<file path="src/rtl/npb_pkg.sv">
// Shared constants, types and the arctangent table for the nearest-point bearing unit.
`default_nettype none
package npb_pkg;
    localparam int COORD_W  = 24;                 // signed Q16.8 coordinate
    localparam int DIFF_W   = COORD_W + 1;        // signed coordinate difference
    localparam int SQ_W     = 2 * COORD_W + 1;    // one squared component
    localparam int DSQ_W    = SQ_W + 1;           // sum of three squares
    localparam int PREC     = 30 - COORD_W;
    localparam int RAD_W    = 62;                 // root unit operand
    localparam int ROOT_W   = RAD_W / 2;
    localparam int IDX_W    = 10;
    localparam int IDX_MAX  = 1023;
    localparam int DIST_W   = 25;
    localparam int OFS_W    = 18;
    localparam int YAW_W    = 19;
    localparam int PITCH_W  = 16;
    localparam int ANG_W    = 15;                 // 0..23040
    localparam int CX_W     = 54;                 // rotation datapath
    localparam int CZ_W     = 25;
    localparam int C_STEPS  = 23;
    localparam int CI_W     = 5;
    localparam int DEG90F   = 90 * 65536;
    localparam int DEG180   = 180 * 256;
    localparam int DEG360   = 360 * 256;
    localparam logic signed [OFS_W-1:0] OFS_RESET = -18'sd26880;

    typedef enum logic [3:0] {
        ST_IDLE, ST_DRAIN, ST_SQ_D, ST_SQ_D_W, ST_SQ_H, ST_SQ_H_W,
        ST_AT_Y, ST_AT_Y_W, ST_AT_P, ST_AT_P_W, ST_EMIT
    } t_state;

    typedef enum logic [1:0] {CP_IDLE, CP_NORM, CP_ITER, CP_FIN} t_cor_phase;

    typedef struct packed {
        logic sq_start;
        logic sq_sel_h;
        logic at_start;
        logic at_sel_p;
        logic cap_dist;
        logic cap_h;
        logic cap_yaw;
        logic cap_pitch;
        logic emit;
    } t_cmd;

    typedef struct packed {
        logic last_in_b;
        logic sq_done;
        logic at_done;
    } t_stat;

    // arctan(2^-i) in 1/65536 degree
    function automatic logic [21:0] atan_tab(input logic [CI_W-1:0] i);
        logic [21:0] v;
        unique case (i)
            5'd0:  v = 22'd2949120;
            5'd1:  v = 22'd1740967;
            5'd2:  v = 22'd919879;
            5'd3:  v = 22'd466945;
            5'd4:  v = 22'd234379;
            5'd5:  v = 22'd117304;
            5'd6:  v = 22'd58666;
            5'd7:  v = 22'd29335;
            5'd8:  v = 22'd14668;
            5'd9:  v = 22'd7334;
            5'd10: v = 22'd3667;
            5'd11: v = 22'd1833;
            5'd12: v = 22'd917;
            5'd13: v = 22'd458;
            5'd14: v = 22'd229;
            5'd15: v = 22'd115;
            5'd16: v = 22'd57;
            5'd17: v = 22'd29;
            5'd18: v = 22'd14;
            5'd19: v = 22'd7;
            5'd20: v = 22'd4;
            5'd21: v = 22'd2;
            5'd22: v = 22'd1;
            default: v = 22'd0;
        endcase
        return v;
    endfunction
endpackage
`default_nettype wire

</file>
<file path="src/rtl/npb_ctrl.sv">
// Controller: drains the scan pipeline and sequences the root and angle work.
`default_nettype none
module npb_ctrl (
    input  wire logic           i_clk,
    input  wire logic           i_rst_n,
    input  wire logic           i_acc_last,
    input  wire npb_pkg::t_stat i_stat,
    output npb_pkg::t_cmd       o_cmd,
    output logic                o_busy
);
    import npb_pkg::*;

    t_state r_state, n_state;

    always_comb begin
        n_state = r_state;
        unique case (r_state)
            ST_IDLE:   if (i_acc_last) n_state = ST_DRAIN;
            ST_DRAIN:  if (i_stat.last_in_b) n_state = ST_SQ_D;
            ST_SQ_D:   n_state = ST_SQ_D_W;
            ST_SQ_D_W: if (i_stat.sq_done) n_state = ST_SQ_H;
            ST_SQ_H:   n_state = ST_SQ_H_W;
            ST_SQ_H_W: if (i_stat.sq_done) n_state = ST_AT_Y;
            ST_AT_Y:   n_state = ST_AT_Y_W;
            ST_AT_Y_W: if (i_stat.at_done) n_state = ST_AT_P;
            ST_AT_P:   n_state = ST_AT_P_W;
            ST_AT_P_W: if (i_stat.at_done) n_state = ST_EMIT;
            ST_EMIT:   n_state = ST_IDLE;
            default:   n_state = ST_IDLE;
        endcase
    end

    always_comb begin
        o_cmd = '0;
        unique case (r_state)
            ST_SQ_D:   o_cmd.sq_start = 1'b1;
            ST_SQ_D_W: o_cmd.cap_dist = 1'b1;
            ST_SQ_H: begin
                o_cmd.sq_start = 1'b1;
                o_cmd.sq_sel_h = 1'b1;
            end
            ST_SQ_H_W: begin
                o_cmd.sq_sel_h = 1'b1;
                o_cmd.cap_h    = 1'b1;
            end
            ST_AT_Y:   o_cmd.at_start = 1'b1;
            ST_AT_Y_W: o_cmd.cap_yaw  = 1'b1;
            ST_AT_P: begin
                o_cmd.at_start = 1'b1;
                o_cmd.at_sel_p = 1'b1;
            end
            ST_AT_P_W: begin
                o_cmd.at_sel_p  = 1'b1;
                o_cmd.cap_pitch = 1'b1;
            end
            ST_EMIT:   o_cmd.emit = 1'b1;
            default:   o_cmd = '0;
        endcase
    end

    always_ff @(posedge i_clk) begin
        if (!i_rst_n) r_state <= ST_IDLE;
        else          r_state <= n_state;
    end

    assign o_busy = (r_state != ST_IDLE);
endmodule
`default_nettype wire

</file>
<file path="config.mk">
export PLATFORM = sky130hd
export DESIGN_NAME = npb_ctrl
export DESIGN_NICKNAME = d
export VERILOG_FILES = /design/src/rtl/npb_pkg.sv /design/src/rtl/npb_ctrl.sv
export SDC_FILE = /design/constraint.sdc
export NUM_CORES = 1
export LEC_CHECK = 0
export CORE_AREA = 2 2 39 41
export CTS_CLUSTER_SIZE = 14
export DETAILED_ROUTE_END_ITERATION = 7
export DIE_AREA = 0 0 41 43
export DONT_BUFFER_PORTS = 1
export PLACE_DENSITY = 0.39
export SLEW_MARGIN = 20
export SYNTH_ARGS = -nofsm -noshare
export SYNTH_HDL_FRONTEND = slang
export SYNTH_SLANG_ARGS = --single-unit
</file>
<file path="constraint.sdc">
create_clock -name i_clk -period 2 [get_ports i_clk]
set_input_delay 0.3 -clock i_clk [delete_from_list [all_inputs] [get_ports i_clk]]
set_output_delay 0.3 -clock i_clk [all_outputs]
set_load 0.01 [all_outputs]
</file>
* Word level (Yosys, flattened, before mapping)
Index checks and enable logic that the tools add are counted.
** Operators by class
- Eq/ne operators :: 16
- Muxes and demuxes :: 16
- Reduce and logical (&&, ||, !) cells :: 7
** Operators by type and width (count)
- 4-bit one-hot mux with 10 select lines :: 1
- 4-bit 2-to-1 mux :: 6
- 4-bit by 3-bit == test with 1-bit output, second input constant :: 4
- 4-bit == test, second input constant :: 3
- 2-bit != test, second input constant :: 6
- 1-bit 2-to-1 mux :: 9
- 4-bit by 2-bit == test with 1-bit output, second input constant :: 2
- 2-bit OR reduction :: 4
- 6-bit AND reduction :: 1
- 4-bit by 1-bit == test with 1-bit output, second input constant :: 1
- 4-bit zero test :: 1
- 4-bit nonzero test :: 1
** Storage, ports and cells
- Input port bits :: 6
- Flip-flop bits (word level) :: 4
- Output and inout port bits :: 10

* Longest topological paths before layout
Gate-level depths: netlist (run 1).
- Word-level depth :: 3
- Depth in mapped cells :: 5
- Gate-level depth less buffers :: 4

* Least setup slack after synthesis (run 1)
No wires, ideal clock.
- Kind :: register to register
- From :: register r_state[2]
- To :: register r_state[0]
- Stages on the path, launching flop included :: 6
- Required time :: 1940 ps
- Clock period less this slack :: 1447 ps
- Setup slack :: 553 ps
- Arrival :: 1387 ps
- Cell sequence :: dfxtp_1 buf_4 nor3b_2 a21oi_2 o311ai_4 o221a_1
** On the way
- Cells in the longest elaborated chain, start to end :: 3
- Elaborated cells between the ends (all ways) :: 18
- Classes of those cells :: eq/ne (15); mux (1); reduce/logical (2)
** RTL lines
- start, declared :: RTL line npb_ctrl.sv:13 : t_state r_state, n_state;
- start signal, assigned :: RTL line npb_ctrl.sv:63 : else r_state <= n_state;
- 4-bit by 1-bit == test with 1-bit output, or another cell as far along :: RTL line npb_ctrl.sv:17 : unique case (r_state)
- 2-bit != test (no source line)
- 6-bit AND reduction (no source line)
Several ways; a longest one is shown, not always the timed one.
A chain may end at the register's enable or synchronous reset.

==> summary.md, run 1 <==
| Metric | Value |
|---|---|
| Sequential share of the synthesized area | `21.5%` |
| Tightest Pin Transition | `0.407 ns` |
| Power density over the cells | `1130 nW/um^2` |
| Layout Area Growth over Synthesis | `7.38%` |
| Regs by FF count | `r_state (4)` |
| Status | `complete, no violations` |
| GR Util All Layers | `11.4%` |
| Total power | `0.000452 W` |
| Buffers on Ports | `0` |
| Simple-gate portion of the synthesized area | `33.2%` |
| WHS | `0.205 ns` |
| Remaining routing DRC violations | `0` |
| Ant. Diodes | `0` |
| Post-CTS sizing | `0` |
| Complex-gate fraction of the synthesized area | `17.4%` |
| H-Tree Depth | `1` |
| Crit path launch type | `register` |
| WL met3 | `54 um` |
| Setup CP Type | `register to primary output` |
| Worst Path Arrival | `1.39 ns` |
| Die X-Extent | `41 um` |
| Die Ht | `43 um` |
| Commonest non-fill, non-tap cell in the layout | `nand2_1` |
| Leading area contributor after synthesis | `dfxtp_1` |
| First-pass GRT wire length | `1300 um` |
| DRT Pass-1 Iters | `4` |
| Setup TNS | `0 ns` |
| Layout cell share with drive strength beyond 1 | `23.9%` |
| M1 WL | `374 um` |
| Worst endpoint required time | `1.70 ns` |
| Leading register cell type out of synthesis | `dfxtp_1` |
| Synth area leaders | `dfxtp_1 21%, mux2i_1 11%, nand2_1 7.0%` |
| Worst-path clk slew | `0.04 ns` |
| Post-synthesis cell count | `45` |
| Final core utilization | `28.9%` |
| Ys Warns | `0` |
| WL final | `854 um` |
| GRT overflow | `0` |
| Minimum clock period | `1.69 ns` |
| XOR/XNOR share of the synthesized area | `7.05%` |
| Top Metal Used | `met3` |
| Mux share of post-synthesis cell area | `10.7%` |
| Placer congestion estimate | `0.685` |
| DRT iter0 DRCs | `4` |
| Post-Syn Area per Cell | `8.29 um^2` |
| Max FFs per register | `4` |
| Slew Viols, Final | `0` |
| Final hold viol count | `0` |
| Worst vdd ir | `440 uV` |
| CTS Buffer Depth | `2` |
| Async SR Flop Fraction | `0%` |
| Post-route cell area | `400 um^2` |
| Nets | `54` |
| Vias | `311` |
| Max Fclk | `0.591 GHz` |
| Leak | `0.161 nW` |
| Number of routed nets with antenna violations | `0` |
| Vias per Instance | `5.02` |
| Reg with most FFs | `r_state` |
| IO Pins | `16` |
| Synth top area share | `21.5%` |
| Drt wl/cell | `13.8 um` |
| Crit Path Max Fanout | `12` |
| # rows | `14` |
| Combinational family with the most area after synthesis | `simple AND/OR/NAND/NOR gates` |
| Placed instance area | `378 um^2` |
| Synthesized area | `373 um^2` |
| CTS tree | `yes` |
| CTS Hold Bufs | `0` |
| Initial Util | `26.9%` |
| Post-CTS setup buffers | `0` |
| Final setup vio count | `0` |
| WL met2 | `425 um` |
| Worst setup skew after layout | `0.00140 ns` |
| Net Count, Synth | `51` |
| Vias in the first global route | `302` |
| HP Class | `primary input to register` |
| Die area | `1760 um^2` |
| Slew HR | `72.8%` |
| Clock Sinks | `4` |
| Worst skew pair latency | `0.23 ns` |
| Synth Register Bits | `4` |
| CTS root buffer | `clkbuf_4` |
| Pin count of the biggest net entering global routing | `13` |
| EDFF count, synth | `0` |
| Max_cap viols | `0` |
| Most frequent cells in the layout | `7 x nand2_1, 4 x nor3_1, 4 x nor2_1, 4 x mux2i_1, 4 x dfxtp_1` |
| Crit. End Element | `primary output` |
| DP Wirelength | `657 um` |
| Unrepaired setup endpoints after global routing | `no` |
| Final Cycle Share | `84.7%` |
| Adder-cell area share of the yosys netlist | `0%` |
| Distinct cells, synth | `24` |
| Core Area | `1380 um^2` |
| Initial antenna violation count | `0` |
| Total CTS buffers | `3` |
per-layer routing:
layer  global-route usage [%]  vias to the layer above
met5                        0                        -
met4                     12.0                        0
met3                     2.62                        0
met2                     15.6                       10
met1                     13.1                      141
li1                         -                      160
cells in the mapped netlist (all sizes together), types with 2 or more instances:
cell type  instances
nand2              7
a21oi              2
buf                3
mux2i              4
nor3               4
xnor2              3
nor2               4
inv                2
dfxtp              4
area by class of cell:
cell class	count	area, um^2
repair buffers	2	15.0
fillers	148	983
well taps	16	20.0
flip-flops and latches	4	80.1
multi-input cells	35	255
inverters	2	7.51
clock buffers	3	22.5
final timing paths:
kind / cells past startpoint / from / to / slack (ns)
worst max-delay path: 3 / r_state[3]$_SDFFE_PN0P_ / o_cmd[1] / 0.31
worst min-delay path: 1 / i_rst_n / r_state[0]$_SDFFE_PN0P_ / 0.21
worst max register to register: 4 / r_state[1]$_SDFFE_PN0P_ / r_state[1]$_SDFFE_PN0P_ / 0.43
worst min register to register: 2 / r_state[3]$_SDFFE_PN0P_ / r_state[3]$_SDFFE_PN0P_ / 0.61
worst max-delay path, stage by stage (launching register included):
cell and delay, ns:
dfxtp_1 0.53, nor3b_2 0.29, buf_4 0.17, and2_1 0.17
where the power goes:
group | internal [W] | total, W | switching [W]
registers | 0.0000974 | 0.000135 | 0.0000380
clock network | 0.0000671 | 0.0000992 | 0.0000321
logic | 0.0000976 | 0.000217 | 0.000120
per-stage QoR:
step	worst slack, ns	cells
2_1_floorplan	0.553	45
4_1_cts	0.290	62
3_5_place_dp	0.434	59
5_1_grt	0.213	62
3_3_place_gp	0.437	59
6_report	0.307	62
logic make-up after synthesis:
kind of cell | count (synthesis)
XOR/XNOR | 3
AO/OA/AOI/OAI | 6
flip-flops | 4
buffers and inverters | 6
multiplexers | 4
AND/OR/NAND/NOR | 22
Note: power is estimated with default switching activity, not from simulation.
==> run 2: changes to the inputs <==
--- a/config.mk
+++ b/config.mk
@@ -5,12 +5,13 @@
 export SDC_FILE = /design/constraint.sdc
 export NUM_CORES = 1
 export LEC_CHECK = 0
+export ABC_AREA = 1
 export CORE_AREA = 2 2 39 41
 export CTS_CLUSTER_SIZE = 14
 export DETAILED_ROUTE_END_ITERATION = 7
 export DIE_AREA = 0 0 41 43
 export DONT_BUFFER_PORTS = 1
-export PLACE_DENSITY = 0.39
+export PLACE_DENSITY = 0.41
 export SLEW_MARGIN = 20
 export SYNTH_ARGS = -nofsm -noshare
 export SYNTH_HDL_FRONTEND = slang
==> constraint.sdc (replaced) <==
create_clock -name i_clk -period 1.7 [get_ports i_clk]
set_input_delay 0.255 -clock i_clk [delete_from_list [all_inputs] [get_ports i_clk]]
set_output_delay 0.255 -clock i_clk [all_outputs]
set_load 0.01 [all_outputs]
==> run 2 against run 1 <==
Net effect: sequential share of layout area is 1.6 points lower; critical endpoint is now o_cmd[6]; worst setup slack got worse by 0.16 ns; largest power group unchanged; clock power up 14%; sequential cell count is the same; final cell count up 42%.
==> summary.md, run 2 <==
| Metric | Value |
|---|---|
| Minimum clock period | `1.55 ns` |
| Filler Cells Inserted | `171` |
| Remaining routing DRC violations | `0` |
| Leak | `0.229 nW` |
| Vias per Instance | `4.69` |
| Int Power | `0.000359 W` |
| Mux share of post-synthesis cell area | `0%` |
| Vias | `413` |
| DP Wirelength | `745 um` |
| Synthesized area | `395 um^2` |
| FF-to-FF End | `r_state[0]$_SDFFE_PN0P_` |
| Most frequent cells after synthesis | `11 x inv_1, 11 x nand2_1, 10 x nor2_1, 9 x nand3_1, 6 x nor2_2` |
| Die X-Extent | `41 um` |
| Worst vdd ir | `547 uV` |
| Worst-path clk slew | `0.04 ns` |
| Most frequent cells in the layout | `11 x nand2_1, 11 x inv_1, 10 x nor2_1, 9 x nand3_1, 6 x nor2_2` |
| WL final | `920 um` |
| Final core utilization | `31.4%` |
| Leading register cell type out of synthesis | `dfxtp_1` |
| Async SR Flop Fraction | `0%` |
| Worst Path Arrival | `1.30 ns` |
| CP max-delay cell | `dfxtp_1` |
| EDFF count, synth | `0` |
| Initial antenna violation count | `0` |
| Vias in the first global route | `363` |
| Sw Share | `51.6%` |
| Number of routed nets with antenna violations | `0` |
| Pin count of the biggest net entering global routing | `8` |
| Clock power share | `15.2%` |
| Max FFs per register | `4` |
| Synth area leaders | `dfxtp_1 20%, nand3_1 11%, inv_1 10%` |
| Die Ht | `43 um` |
| CTS root buffer | `clkbuf_4` |
| Placer congestion estimate | `0.731` |
| Post-Syn Area per Cell | `5.73 um^2` |
| Final Cycle Share | `91.4%` |
| Sequential share of the synthesized area | `20.3%` |
| Layout Area Growth over Synthesis | `9.81%` |
| Worst skew pair latency | `0.23 ns` |
| H-Tree Depth | `1` |
| CTS Buffer Depth | `2` |
| Simple-gate portion of the synthesized area | `51.6%` |
| Crit Path Max Fanout | `5` |
| DRT Pass-1 Iters | `2` |
| First-pass GRT wire length | `1390 um` |
| Final setup vio count | `0` |
| Worst reg-to-reg path cell count | `9` |
| Post-CTS sizing | `0` |
| Combinational fraction of design power | `60.6%` |
| HP Class | `primary input to register` |
| Adder-cell area share of the yosys netlist | `0%` |
| Worst R2R Start | `r_state[1]$_SDFFE_PN0P_` |
| Setup CP Type | `register to primary output` |
| Combinational family with the most area after synthesis | `simple AND/OR/NAND/NOR gates` |
| Net Count, Synth | `75` |
| Initial Util | `28.6%` |
| CP dominant cell by count | `inv_1` |
| Ys Warns | `0` |
| Crit-path cells | `inv_1 -> nor2_1 -> inv_1 -> o21ai_0` |
| Die area | `1760 um^2` |
| Regs by FF count | `r_state (4)` |
| Distinct cells, synth | `15` |
| Synth top area share | `20.3%` |
| Worst setup skew after layout | `0.00275 ns` |
| # rows | `14` |
| Max_cap viols | `0` |
| Unrepaired setup endpoints after global routing | `no` |
| CTS Hold Bufs | `0` |
| Ant. Diodes | `0` |
| Core Area | `1380 um^2` |
| Post-CTS setup buffers | `0` |
| Worst endpoint required time | `1.44 ns` |
| Critical path's largest stage delay | `0.43 ns` |
| Slew Viols, Final | `0` |
| Drt wl/cell | `10.5 um` |
| CTS tree | `yes` |
| Tightest Pin Transition | `0.355 ns` |
| NetSw | `0.000382 W` |
| Crit path launch type | `register` |
| CP startpoint | `r_state[1]$_SDFFE_PN0P_` |
| Power density over the cells | `1710 nW/um^2` |
| GRT overflow | `0` |
| Seq pwr share | `24.2%` |
| Slew HR | `76.1%` |
| GR Util All Layers | `11.8%` |
| Buffers on Ports | `0` |
| IO Pins | `16` |
| Total CTS buffers | `3` |
| Leading area contributor after synthesis | `dfxtp_1` |
| Reg with most FFs | `r_state` |
| Complex-gate fraction of the synthesized area | `11.1%` |
| DRT iter0 DRCs | `7` |
| Status | `complete, no violations` |
| Max Fclk | `0.643 GHz` |
| Synth Register Bits | `4` |
| Setup TNS | `0 ns` |
| Post-synthesis cell count | `69` |
| R2r setup slk | `0.38 ns` |
| Nets | `80` |
| Clock Sinks | `4` |
| Setup crit end | `o_cmd[6]` |
| Layout cell share with drive strength beyond 1 | `23.6%` |
| XOR/XNOR share of the synthesized area | `0%` |
| Crit. End Element | `primary output` |
| Final hold viol count | `0` |
## run 2: changes by cell type after synthesis, moves of 3 or more
cell and change:
inv_1 +10, mux2i_1 -4, nand2_1 +4, nand3_1 +9, nor2_1 +6, nor2_2 +6, nor3_1 -4, o21ai_0 +3
xnor2_1 -3
## run 2: how the worst min path moves through the flow
stage	depth (start not counted)	startpoint	slack [ns]	endpoint
global route	2	i_rst_n	0.14	r_state[1]$_SDFFE_PN0P_
finish	2	i_rst_n	0.14	r_state[1]$_SDFFE_PN0P_
global placement	2	i_rst_n	0.39	r_state[2]$_SDFFE_PN0P_
detailed placement	2	i_rst_n	0.39	r_state[2]$_SDFFE_PN0P_
floorplan	2	i_rst_n	0.38	r_state[2]$_SDFFE_PN0P_
CTS	2	i_rst_n	0.14	r_state[1]$_SDFFE_PN0P_
## run 2: cells by family after synthesis
family | count (synthesis)
AO/OA/AOI/OAI | 8
buffers and inverters | 16
flip-flops | 4
AND/OR/NAND/NOR | 41
## run 2: stage by stage
stage / hold WS [ns] / total power, W / instance area [um^2] / std cells / setup WS (ns)
3_5_place_dp: 0.387 / 0.000635 / 412 / 85 / 0.372
3_3_place_gp: 0.385 / 0.000643 / 412 / 85 / 0.354
2_1_floorplan: 0.376 / 0.000565 / 395 / 69 / 0.508
6_report: 0.144 / 0.000742 / 434 / 88 / 0.146
4_1_cts: 0.136 / 0.000757 / 434 / 88 / 0.115
5_1_grt: 0.138 / 0.000824 / 434 / 88 / 0.00498
## run 2: layout make-up
cell class / count / area [um^2] / share of cell area, %
inverter: 15 / 56.3 / 13.0
sequential: 4 / 80.1 / 18.4
tap: 16 / 20.0 / 4.61
timing repair buffer: 1 / 7.51 / 1.73
multi-input combinational: 49 / 248 / 57.1
clock buffer: 3 / 22.5 / 5.19
## run 2: critical path: cells and delay by family, from the launching register on
family	cells	cell delay, ns
buffers and inverters	2	0.15
flip-flops	1	0.43
AO/OA/AOI/OAI	1	0.31
AND/OR/NAND/NOR	1	0.19
## run 2: power by group through the flow
stage	clock network, W	registers [W]	logic, W
2_1_floorplan	0	0.000163	0.000402
3_3_place_gp	0	0.000183	0.000460
5_1_grt	0.000131	0.000186	0.000507
4_1_cts	0.000121	0.000180	0.000456
6_report	0.000113	0.000180	0.000449
3_5_place_dp	0	0.000181	0.000454
## run 2: per-layer routing
layer / GRT usage, % / vias up / wire length [um]
li1: - / 217 / -
met1: 13.5 / 182 / 411
met2: 17.8 / 14 / 409
met3: 8.38 / 0 / 99
met4: 2.00 / 0 / 0
met5: 0 / - / 0
